===== src/sv/gre_pkg.sv =====
// Types and constants of the gear ratio estimator.
package gre_pkg;

  typedef enum logic [5:0] {
    ST_IDLE = 6'b000001,
    ST_EXEC = 6'b000010,
    ST_FILT = 6'b000100,
    ST_CHK  = 6'b001000,
    ST_DIV  = 6'b010000,
    ST_SCAN = 6'b100000
  } state_e;

  localparam logic [1:0] FUNC_SAMPLE = 2'd0;
  localparam logic [1:0] FUNC_CALIB  = 2'd1;
  localparam logic [1:0] FUNC_LOAD   = 2'd2;

  localparam logic [1:0] CFG_GAIN    = 2'd0;
  localparam logic [1:0] CFG_MIN_RPM = 2'd1;

  localparam logic [15:0] GAIN_RESET    = 16'd19661;
  localparam logic [13:0] MIN_RPM_RESET = 14'd300;

  localparam logic [23:0] SPEED_FLOOR       = 24'd2560;
  localparam logic [31:0] GEAR_RATIO_FLOOR  = 32'd9;
  localparam logic [31:0] CALIB_RATIO_FLOOR = 32'd164;
  localparam logic [16:0] RATIO_SCALE       = 17'd100;

  localparam int unsigned DIV_STEPS = 48;

endpackage


===== src/sv/gear_ratio_estimator.sv =====
// Gear ratio estimator: filter, shared divider and sequential gear scan.
// Start an item with start while busy is low. The result appears for one
// cycle with done_o and cannot be held off. A sample runs filter, ratio
// check, divider and gear scan, skipping the divider when the smoothed values
// give no valid ratio; a calibrate item runs divider and scan (only the scan
// when ignored), a load only the scan. The 48-step restoring divider is shared
// by ratio and average; the scan takes one coefficient a cycle.
// Configuration writes are always taken.
module gear_ratio_estimator #(
  parameter int GEAR_COUNT = 8
) (
  input  logic        clk_i,
  input  logic        rst_ni,
  input  logic        start,
  output logic        busy,
  input  logic [1:0]  func_i,
  input  logic [13:0] rpm_i,
  input  logic [15:0] speed_i,
  input  logic [3:0]  gear_number_i,
  input  logic [3:0]  coeff_index_i,
  input  logic [31:0] coeff_value_i,
  output logic        done_o,
  output logic [3:0]  gear_o,
  output logic [31:0] ratio_o,
  output logic [21:0] smooth_rpm_o,
  output logic [23:0] smooth_speed_o,
  output logic        status_o,
  input  logic        cfg_valid_i,
  output logic        cfg_ready_o,
  input  logic [1:0]  cfg_index_i,
  input  logic [15:0] cfg_data_i
);

  localparam int GW = (GEAR_COUNT > 1) ? $clog2(GEAR_COUNT) : 1;
  localparam int CW = $clog2(GEAR_COUNT + 1);

  gre_pkg::state_e state_q, state_d;

  logic [15:0] gain_q;
  logic [13:0] min_rpm_q;
  logic [21:0] frpm_q;
  logic [23:0] fspd_q;
  logic [31:0] ratio_q;
  logic [31:0] coef_q [GEAR_COUNT];
  logic [47:0] sum_q  [GEAR_COUNT];
  logic [15:0] cnt_q  [GEAR_COUNT];

  logic [1:0]  func_q;
  logic [13:0] rpm_q;
  logic [15:0] speed_q;
  logic [3:0]  gnum_q;
  logic [3:0]  cidx_q;
  logic [31:0] cval_q;

  logic [1:0]         phase_q;
  logic signed [41:0] prod_q;
  logic [47:0]        num_q;
  logic [23:0]        rem_q;
  logic [23:0]        den_q;
  logic [5:0]         div_cnt_q;

  logic [CW-1:0] scan_cnt_q;
  logic          found_q;
  logic [31:0]   best_diff_q;
  logic [CW-1:0] best_q;

  logic          done_q;
  logic          status_q;
  logic [3:0]    gear_q;

  // Shared multiplier operands
  logic signed [24:0] d_rpm, d_spd, mul_a;
  logic signed [16:0] mul_b;
  logic signed [41:0] prod_d;

  always_comb begin
    d_rpm = $signed({3'b0, rpm_q, 8'b0}) - $signed({3'b0, frpm_q});
    d_spd = $signed({1'b0, speed_q, 8'b0}) - $signed({1'b0, fspd_q});
    unique case (phase_q)
      2'd0:    begin mul_a = d_rpm; mul_b = $signed({1'b0, gain_q}); end
      2'd1:    begin mul_a = d_spd; mul_b = $signed({1'b0, gain_q}); end
      default: begin
        mul_a = $signed({3'b0, frpm_q});
        mul_b = $signed(gre_pkg::RATIO_SCALE);
      end
    endcase
    prod_d = mul_a * mul_b;
  end

  // Round half up, add to the filter state, clamp
  logic signed [41:0] rnd;
  logic signed [26:0] step;
  logic signed [26:0] r_rpm, r_spd;
  logic [21:0]        frpm_new;
  logic [23:0]        fspd_new;

  always_comb begin
    rnd   = (prod_q + 42'sd32768) >>> 16;
    step  = rnd[26:0];
    r_rpm = $signed({5'b0, frpm_q}) + step;
    r_spd = $signed({3'b0, fspd_q}) + step;
    if (r_rpm[26])                  frpm_new = '0;
    else if (r_rpm[25:22] != 4'd0)  frpm_new = '1;
    else                            frpm_new = r_rpm[21:0];
    if (r_spd[26])                  fspd_new = '0;
    else if (r_spd[25:24] != 2'd0)  fspd_new = '1;
    else                            fspd_new = r_spd[23:0];
  end

  // Restoring divider step
  logic [24:0] rem_sh;
  logic [25:0] rem_diff;
  logic        q_bit;
  logic [31:0] quot_sat;

  always_comb begin
    rem_sh   = {rem_q, num_q[47]};
    rem_diff = {1'b0, rem_sh} - {2'b0, den_q};
    q_bit    = !rem_diff[25];
    quot_sat = (num_q[46:31] != 16'd0) ? 32'hFFFF_FFFF : {num_q[30:0], q_bit};
  end

  // Calibrate and load checks
  logic [GW-1:0] cal_k;
  logic          cal_ok, load_ok;
  logic [48:0]   sum_add;
  logic [47:0]   sum_new;
  logic [15:0]   cnt_new;

  always_comb begin
    cal_k   = GW'(gnum_q - 4'd1);
    cal_ok  = (gnum_q != 4'd0) && ({1'b0, gnum_q} <= 5'(GEAR_COUNT))
              && (ratio_q >= gre_pkg::CALIB_RATIO_FLOOR);
    load_ok = {1'b0, cidx_q} < 5'(GEAR_COUNT);
    sum_add = {1'b0, sum_q[cal_k]} + {17'b0, ratio_q};
    sum_new = sum_add[48] ? '1 : sum_add[47:0];
    cnt_new = (cnt_q[cal_k] == 16'hFFFF) ? cnt_q[cal_k] : cnt_q[cal_k] + 16'd1;
  end

  // Gear scan compare
  logic [31:0]   scan_c, scan_diff;
  logic          scan_take;
  logic [CW-1:0] best_nx;

  always_comb begin
    scan_c    = coef_q[scan_cnt_q[GW-1:0]];
    scan_diff = (ratio_q > scan_c) ? ratio_q - scan_c : scan_c - ratio_q;
    scan_take = (scan_c != 32'd0) && (!found_q || scan_diff < best_diff_q);
    best_nx   = scan_take ? scan_cnt_q + CW'(1) : best_q;
  end

  logic valid_ratio;
  assign valid_ratio = (fspd_q > gre_pkg::SPEED_FLOOR) && (frpm_q > {min_rpm_q, 8'b0});

  always_comb begin
    state_d = state_q;
    unique case (state_q)
      gre_pkg::ST_IDLE: if (start) state_d = gre_pkg::ST_EXEC;
      gre_pkg::ST_EXEC: begin
        unique case (func_q)
          gre_pkg::FUNC_SAMPLE: state_d = gre_pkg::ST_FILT;
          gre_pkg::FUNC_CALIB:  state_d = cal_ok ? gre_pkg::ST_DIV : gre_pkg::ST_SCAN;
          default:              state_d = gre_pkg::ST_SCAN;
        endcase
      end
      gre_pkg::ST_FILT: if (phase_q == 2'd2) state_d = gre_pkg::ST_CHK;
      gre_pkg::ST_CHK:  state_d = valid_ratio ? gre_pkg::ST_DIV : gre_pkg::ST_SCAN;
      gre_pkg::ST_DIV:
        if (div_cnt_q == 6'(gre_pkg::DIV_STEPS - 1)) state_d = gre_pkg::ST_SCAN;
      gre_pkg::ST_SCAN:
        if (scan_cnt_q == CW'(GEAR_COUNT - 1)) state_d = gre_pkg::ST_IDLE;
      default: state_d = gre_pkg::ST_IDLE;
    endcase
  end

  always_ff @(posedge clk_i or negedge rst_ni) begin
    if (!rst_ni) begin
      state_q     <= gre_pkg::ST_IDLE;
      gain_q      <= gre_pkg::GAIN_RESET;
      min_rpm_q   <= gre_pkg::MIN_RPM_RESET;
      frpm_q      <= '0;
      fspd_q      <= '0;
      ratio_q     <= '0;
      for (int i = 0; i < GEAR_COUNT; i++) begin
        coef_q[i] <= '0;
        sum_q[i]  <= '0;
        cnt_q[i]  <= '0;
      end
      phase_q     <= '0;
      div_cnt_q   <= '0;
      scan_cnt_q  <= '0;
      found_q     <= 1'b0;
      done_q      <= 1'b0;
      status_q    <= 1'b0;
      gear_q      <= '0;
    end else begin
      state_q <= state_d;
      done_q  <= 1'b0;
      if (cfg_valid_i) begin
        if (cfg_index_i == gre_pkg::CFG_GAIN)    gain_q    <= cfg_data_i;
        if (cfg_index_i == gre_pkg::CFG_MIN_RPM) min_rpm_q <= cfg_data_i[13:0];
      end
      unique case (state_q)
        gre_pkg::ST_EXEC: begin
          phase_q    <= '0;
          div_cnt_q  <= '0;
          scan_cnt_q <= '0;
          found_q    <= 1'b0;
          status_q   <= 1'b0;
          unique case (func_q)
            gre_pkg::FUNC_SAMPLE: ;
            gre_pkg::FUNC_CALIB: begin
              if (cal_ok) begin
                sum_q[cal_k] <= sum_new;
                cnt_q[cal_k] <= cnt_new;
              end else begin
                status_q <= 1'b1;
              end
            end
            gre_pkg::FUNC_LOAD: begin
              if (load_ok) coef_q[GW'(cidx_q)] <= cval_q;
              else         status_q <= 1'b1;
            end
            default: status_q <= 1'b1;
          endcase
        end
        gre_pkg::ST_FILT: begin
          phase_q <= phase_q + 2'd1;
          if (phase_q == 2'd1) frpm_q <= frpm_new;
          if (phase_q == 2'd2) fspd_q <= fspd_new;
        end
        gre_pkg::ST_CHK: if (!valid_ratio) ratio_q <= '0;
        gre_pkg::ST_DIV: begin
          div_cnt_q <= div_cnt_q + 6'd1;
          if (div_cnt_q == 6'(gre_pkg::DIV_STEPS - 1)) begin
            // hold the divider result in the target
            if (func_q == gre_pkg::FUNC_SAMPLE) ratio_q        <= quot_sat;
            else                                coef_q[cal_k] <= quot_sat;
          end
        end
        gre_pkg::ST_SCAN: begin
          scan_cnt_q <= scan_cnt_q + CW'(1);
          if (scan_take) found_q <= 1'b1;
          if (scan_cnt_q == CW'(GEAR_COUNT - 1)) begin
            done_q <= 1'b1;
            gear_q <= (ratio_q < gre_pkg::GEAR_RATIO_FLOOR) ? 4'd0 : 4'(best_nx);
          end
        end
        default: ;
      endcase
    end
  end

  // Payload and datapath registers
  always_ff @(posedge clk_i) begin
    if (state_q == gre_pkg::ST_IDLE && start) begin
      func_q  <= func_i;
      rpm_q   <= rpm_i;
      speed_q <= speed_i;
      gnum_q  <= gear_number_i;
      cidx_q  <= coeff_index_i;
      cval_q  <= coeff_value_i;
    end
    prod_q <= prod_d;
    if (state_q == gre_pkg::ST_EXEC) begin
      best_q <= '0;
      num_q  <= sum_new;
      rem_q  <= '0;
      den_q  <= {8'b0, cnt_new};
    end else if (state_q == gre_pkg::ST_CHK) begin
      num_q <= {5'b0, prod_q[28:0], 14'b0};
      rem_q <= '0;
      den_q <= fspd_q;
    end else if (state_q == gre_pkg::ST_DIV) begin
      num_q <= {num_q[46:0], q_bit};
      rem_q <= q_bit ? rem_diff[23:0] : rem_sh[23:0];
    end
    if (state_q == gre_pkg::ST_SCAN && scan_take) begin
      best_diff_q <= scan_diff;
      best_q      <= best_nx;
    end
  end

  assign busy           = (state_q != gre_pkg::ST_IDLE);
  assign done_o         = done_q;
  assign gear_o         = gear_q;
  assign ratio_o        = ratio_q;
  assign smooth_rpm_o   = frpm_q;
  assign smooth_speed_o = fspd_q;
  assign status_o       = status_q;
  assign cfg_ready_o    = 1'b1;

endmodule


===== config.mk =====
export PLATFORM = sky130hd
export DESIGN_NAME = gear_ratio_estimator
export DESIGN_NICKNAME = d
export VERILOG_FILES = /design/src/sv/gre_pkg.sv /design/src/sv/gear_ratio_estimator.sv
export SDC_FILE = /design/constraint.sdc
export NUM_CORES = 2
export LEC_CHECK = 0
export CORE_MARGIN = 2
export CORE_UTILIZATION = 40
export DETAILED_ROUTE_END_ITERATION = 6
export DONT_BUFFER_PORTS = 1
export GPL_TIMING_DRIVEN = 0
export SLEW_MARGIN = 20
export SYNTH_ARGS = -nofsm -noshare
export SYNTH_HDL_FRONTEND = slang
export SYNTH_SLANG_ARGS = --single-unit

===== constraint.sdc =====
create_clock -name clk_i -period 14.5 [get_ports clk_i]
set_input_delay 2.175 -clock clk_i [delete_from_list [all_inputs] [get_ports clk_i]]
set_output_delay 2.175 -clock clk_i [all_outputs]
set_load 0.02 [all_outputs]

==> impl_metrics.ini <==
[status]
status = complete, no violations

[timing]
fin_crit_sh_pct = 80.4
finalSetupTns_ns = 0
fin_crit_ns = 11.66
skew_ns = 0.0538
tightest_slew_ns = 1.25
hold_ws_ns = 0.454
rsz0062_at_grt = false
relSlewSlack_pct = 16.4
setup_viol = 0
slew_viol_final = 0
hold_violations = 0
fmax_mhz = 85.7

[final_layout]
final_core_util_pct = 44.4
layout-drive-gt1-share_pct = 9.16
final_cells = 10559
multi_input_area_um2 = 43500
layout.nets = 8762
syn_to_final_growth_pct = 10.7
num-fill-cells = 18359
seq_area_um2 = 29200

[global_route]
overflow = 0
grt_pass1_wl_um = 433000
antenna_found_initial = 13
track_usage_pct = 29.7
grt_max_degree = 158
grt_pass1_vias = 63403

[critical_path]
r2r-end = prod_q[41]
crit_path_frequent_cell = fa_1
endpoint = prod_q[41]
r2r_cells = 31
critPathSlowestCell = dfrtp_1
cp-end-kind = register
reg2reg_from = smooth_rpm_o[8]
cpPeakStageDelay_ns = 0.86
crit_required_ns = 15.23
crit_arrival_ns = 12.40
path_class = register to register
startpoint = smooth_rpm_o[8]
critPathMaxFanout = 10
r2r_slack_ns = 2.84
crit_path_start_kind = register

[synthesis]
yosys.area.top_type = dfrtp_1
avgSynthCellArea_um2 = 9.93
syn_nets = 8610
yosys-top-cells-count = 957 x nand2_1, 888 x dfrtp_1, 718 x inv_1, 398 x nor2_1, 397 x fa_1
synth_area_um2 = 77100
ys_async_sr_fraction_pct = 78.6
synth_compound_area_share_pct = 17.9
synth_cell_types = 110
ys_warn_count = 0
syn_inst = 7766
synth_edf_count = 172
synth_seq_cells = 1147
ys.flop_type = dfrtp_1
synth_top_family_by_area = compound AO/OA/AOI/OAI gates
synthTopCellsByArea = dfrtp_1 29%, fa_1 10%, edfxtp_1 6.7%, ha_1 5.7%, nand2_1 4.7%
synth_mux_area_share_pct = 8.27
post-synth-top-count-cell = nand2_1
synthAdderAreaFrac_pct = 16.0
synth_top_cell_area_share_pct = 28.8
ys_seq_area_share_pct = 37.9
synth_xor_xnor_area_share_pct = 2.58
synth-simple-area-share_pct = 11.5

[detailed_routing]
drtAntennaViolNets = 0
drc_errors = 0
wl_per_cell_um = 28.0
vias = 64051
drt-initial-drc-count = 7012
wl_um = 296000
avgViaCountPerCell = 6.07
dr.pass1.iters = 6

[min_path]
hp-class = register to register
min_delay_path_depth = 2

[floorplan]
die_h_um = 443
num_io_pins = 180
start_util_pct = 40.2
fp.coreArea_um2 = 192000
die_area_um2 = 196000
fp-row-count = 161
die-width_um = 443

[clock_tree]
clockBufferDepth = 3
cts_max_level = 4
cts_setup_buffers = 0
cts_resized = 0
cts-hold-fix-buffers = 0
clock_latency_ns = 0.83
cts_root_buf = clkbuf_16
cts.sinks = 1147
clk_pin_slew_worst_paths_ns = 0.06
numCtsBuffers = 133
cts_tree = yes

[placement]
gp_congestion = 0.974
dpl.cell_count = 10308
port-buffer-count = 0
hpwl_um = 222000

[run]
maxCapViolCount = 0
[kinds of logic after synthesis]
family,after synthesis
compound gates,2058
xor+xnor,223
fa+ha+maj,750
buf+inv,1161
flops,1147
mux,476
other cells,1
simple gates,1950
[layout make-up]
| cell class | count | share of cell area [%] |
|---|---|---|
| Tap cell | 2526 | 3.71 |
| Clock buffer | 190 | 4.53 |
| Timing Repair Buffer | 17 | 0.381 |
| Sequential cell | 1147 | 34.2 |
| Clock inverter | 51 | 0.802 |
| Inverter | 720 | 3.17 |
| Antenna cell | 9 | 0.0264 |
| Multi-Input combinational cell | 5458 | 51.0 |
| Buffer | 441 | 2.14 |
[how the worst min path moves through the flow]
stage / start / to
2_1_floorplan: den_q[16] / den_q[16]
3_3_place_gp: den_q[21] / den_q[21]
3_5_place_dp: den_q[22] / den_q[22]
4_1_cts: den_q[22] / den_q[22]
5_1_grt: den_q[18] / den_q[18]
6_report: den_q[21] / den_q[21]
[sequential cells by signal, summed over array words and instances (netlist names), 32 cells and up]
signal	count
prod_q	42
ratio_o	32
cnt_q	128
sum_q	384
num_q	48
best_diff_q	32
cval_q	32
coef_q	256
[critical path, delay by kind of cell, from the launching register on]
| family | cells | cell delay (ns) |
|---|---|---|
| DFF | 1 | 0.86 |
| buffers and inverters | 3 | 1.08 |
| and+or+nand+nor | 2 | 0.81 |
| AOI/OAI and AO/OA | 16 | 4.57 |
| adders and majority gates | 8 | 3.98 |
| xor gates and xnor gates | 2 | 0.28 |
[metal layers]
metal / GRT usage, % / part of all wire (%)
met5: 0 / 0.0071
met4: 17.1 / 6.7
met3: 6.70 / 9.4
met2: 45.7 / 44
met1: 38.6 / 40
[per-stage QoR]
step                      instance area [um^2]  worst slack, ns
after global placement                   80300             3.11
after CTS                                85200             3.08
after detailed placement                 80700             3.13
after floorplan                          77100             5.67
after global routing                     85300             2.43
final                                    85300             2.84
[layout by cell type (no fill, tap or decap), drive strengths merged, types with 38 or more instances in the layout]
| master | n |
|---|---|
| inv | 729 |
| o21ai | 573 |
| buf | 94 |
| edfxtp | 172 |
| dfrtp | 888 |
| and3 | 47 |
| mux2i | 155 |
| clkbuf | 554 |
| xor2 | 73 |
| nand4 | 55 |
| fa | 397 |
| and2 | 94 |
| a21o | 114 |
| a21oi | 338 |
| xnor2 | 150 |
| mux4 | 107 |
| nor4 | 41 |
| nor2b | 39 |
| nand2b | 48 |
| o221ai | 257 |
| ha | 353 |
| mux2 | 214 |
| a31oi | 38 |
| o21a | 298 |
| nor3 | 59 |
| nand3 | 78 |
| a22oi | 113 |
| dfxtp | 74 |
| nand2 | 959 |
| nor2 | 421 |
| o21bai | 44 |
Power is not shown: default switching activity piles up to over one toggle a cycle in this logic, so the estimate is an artifact.
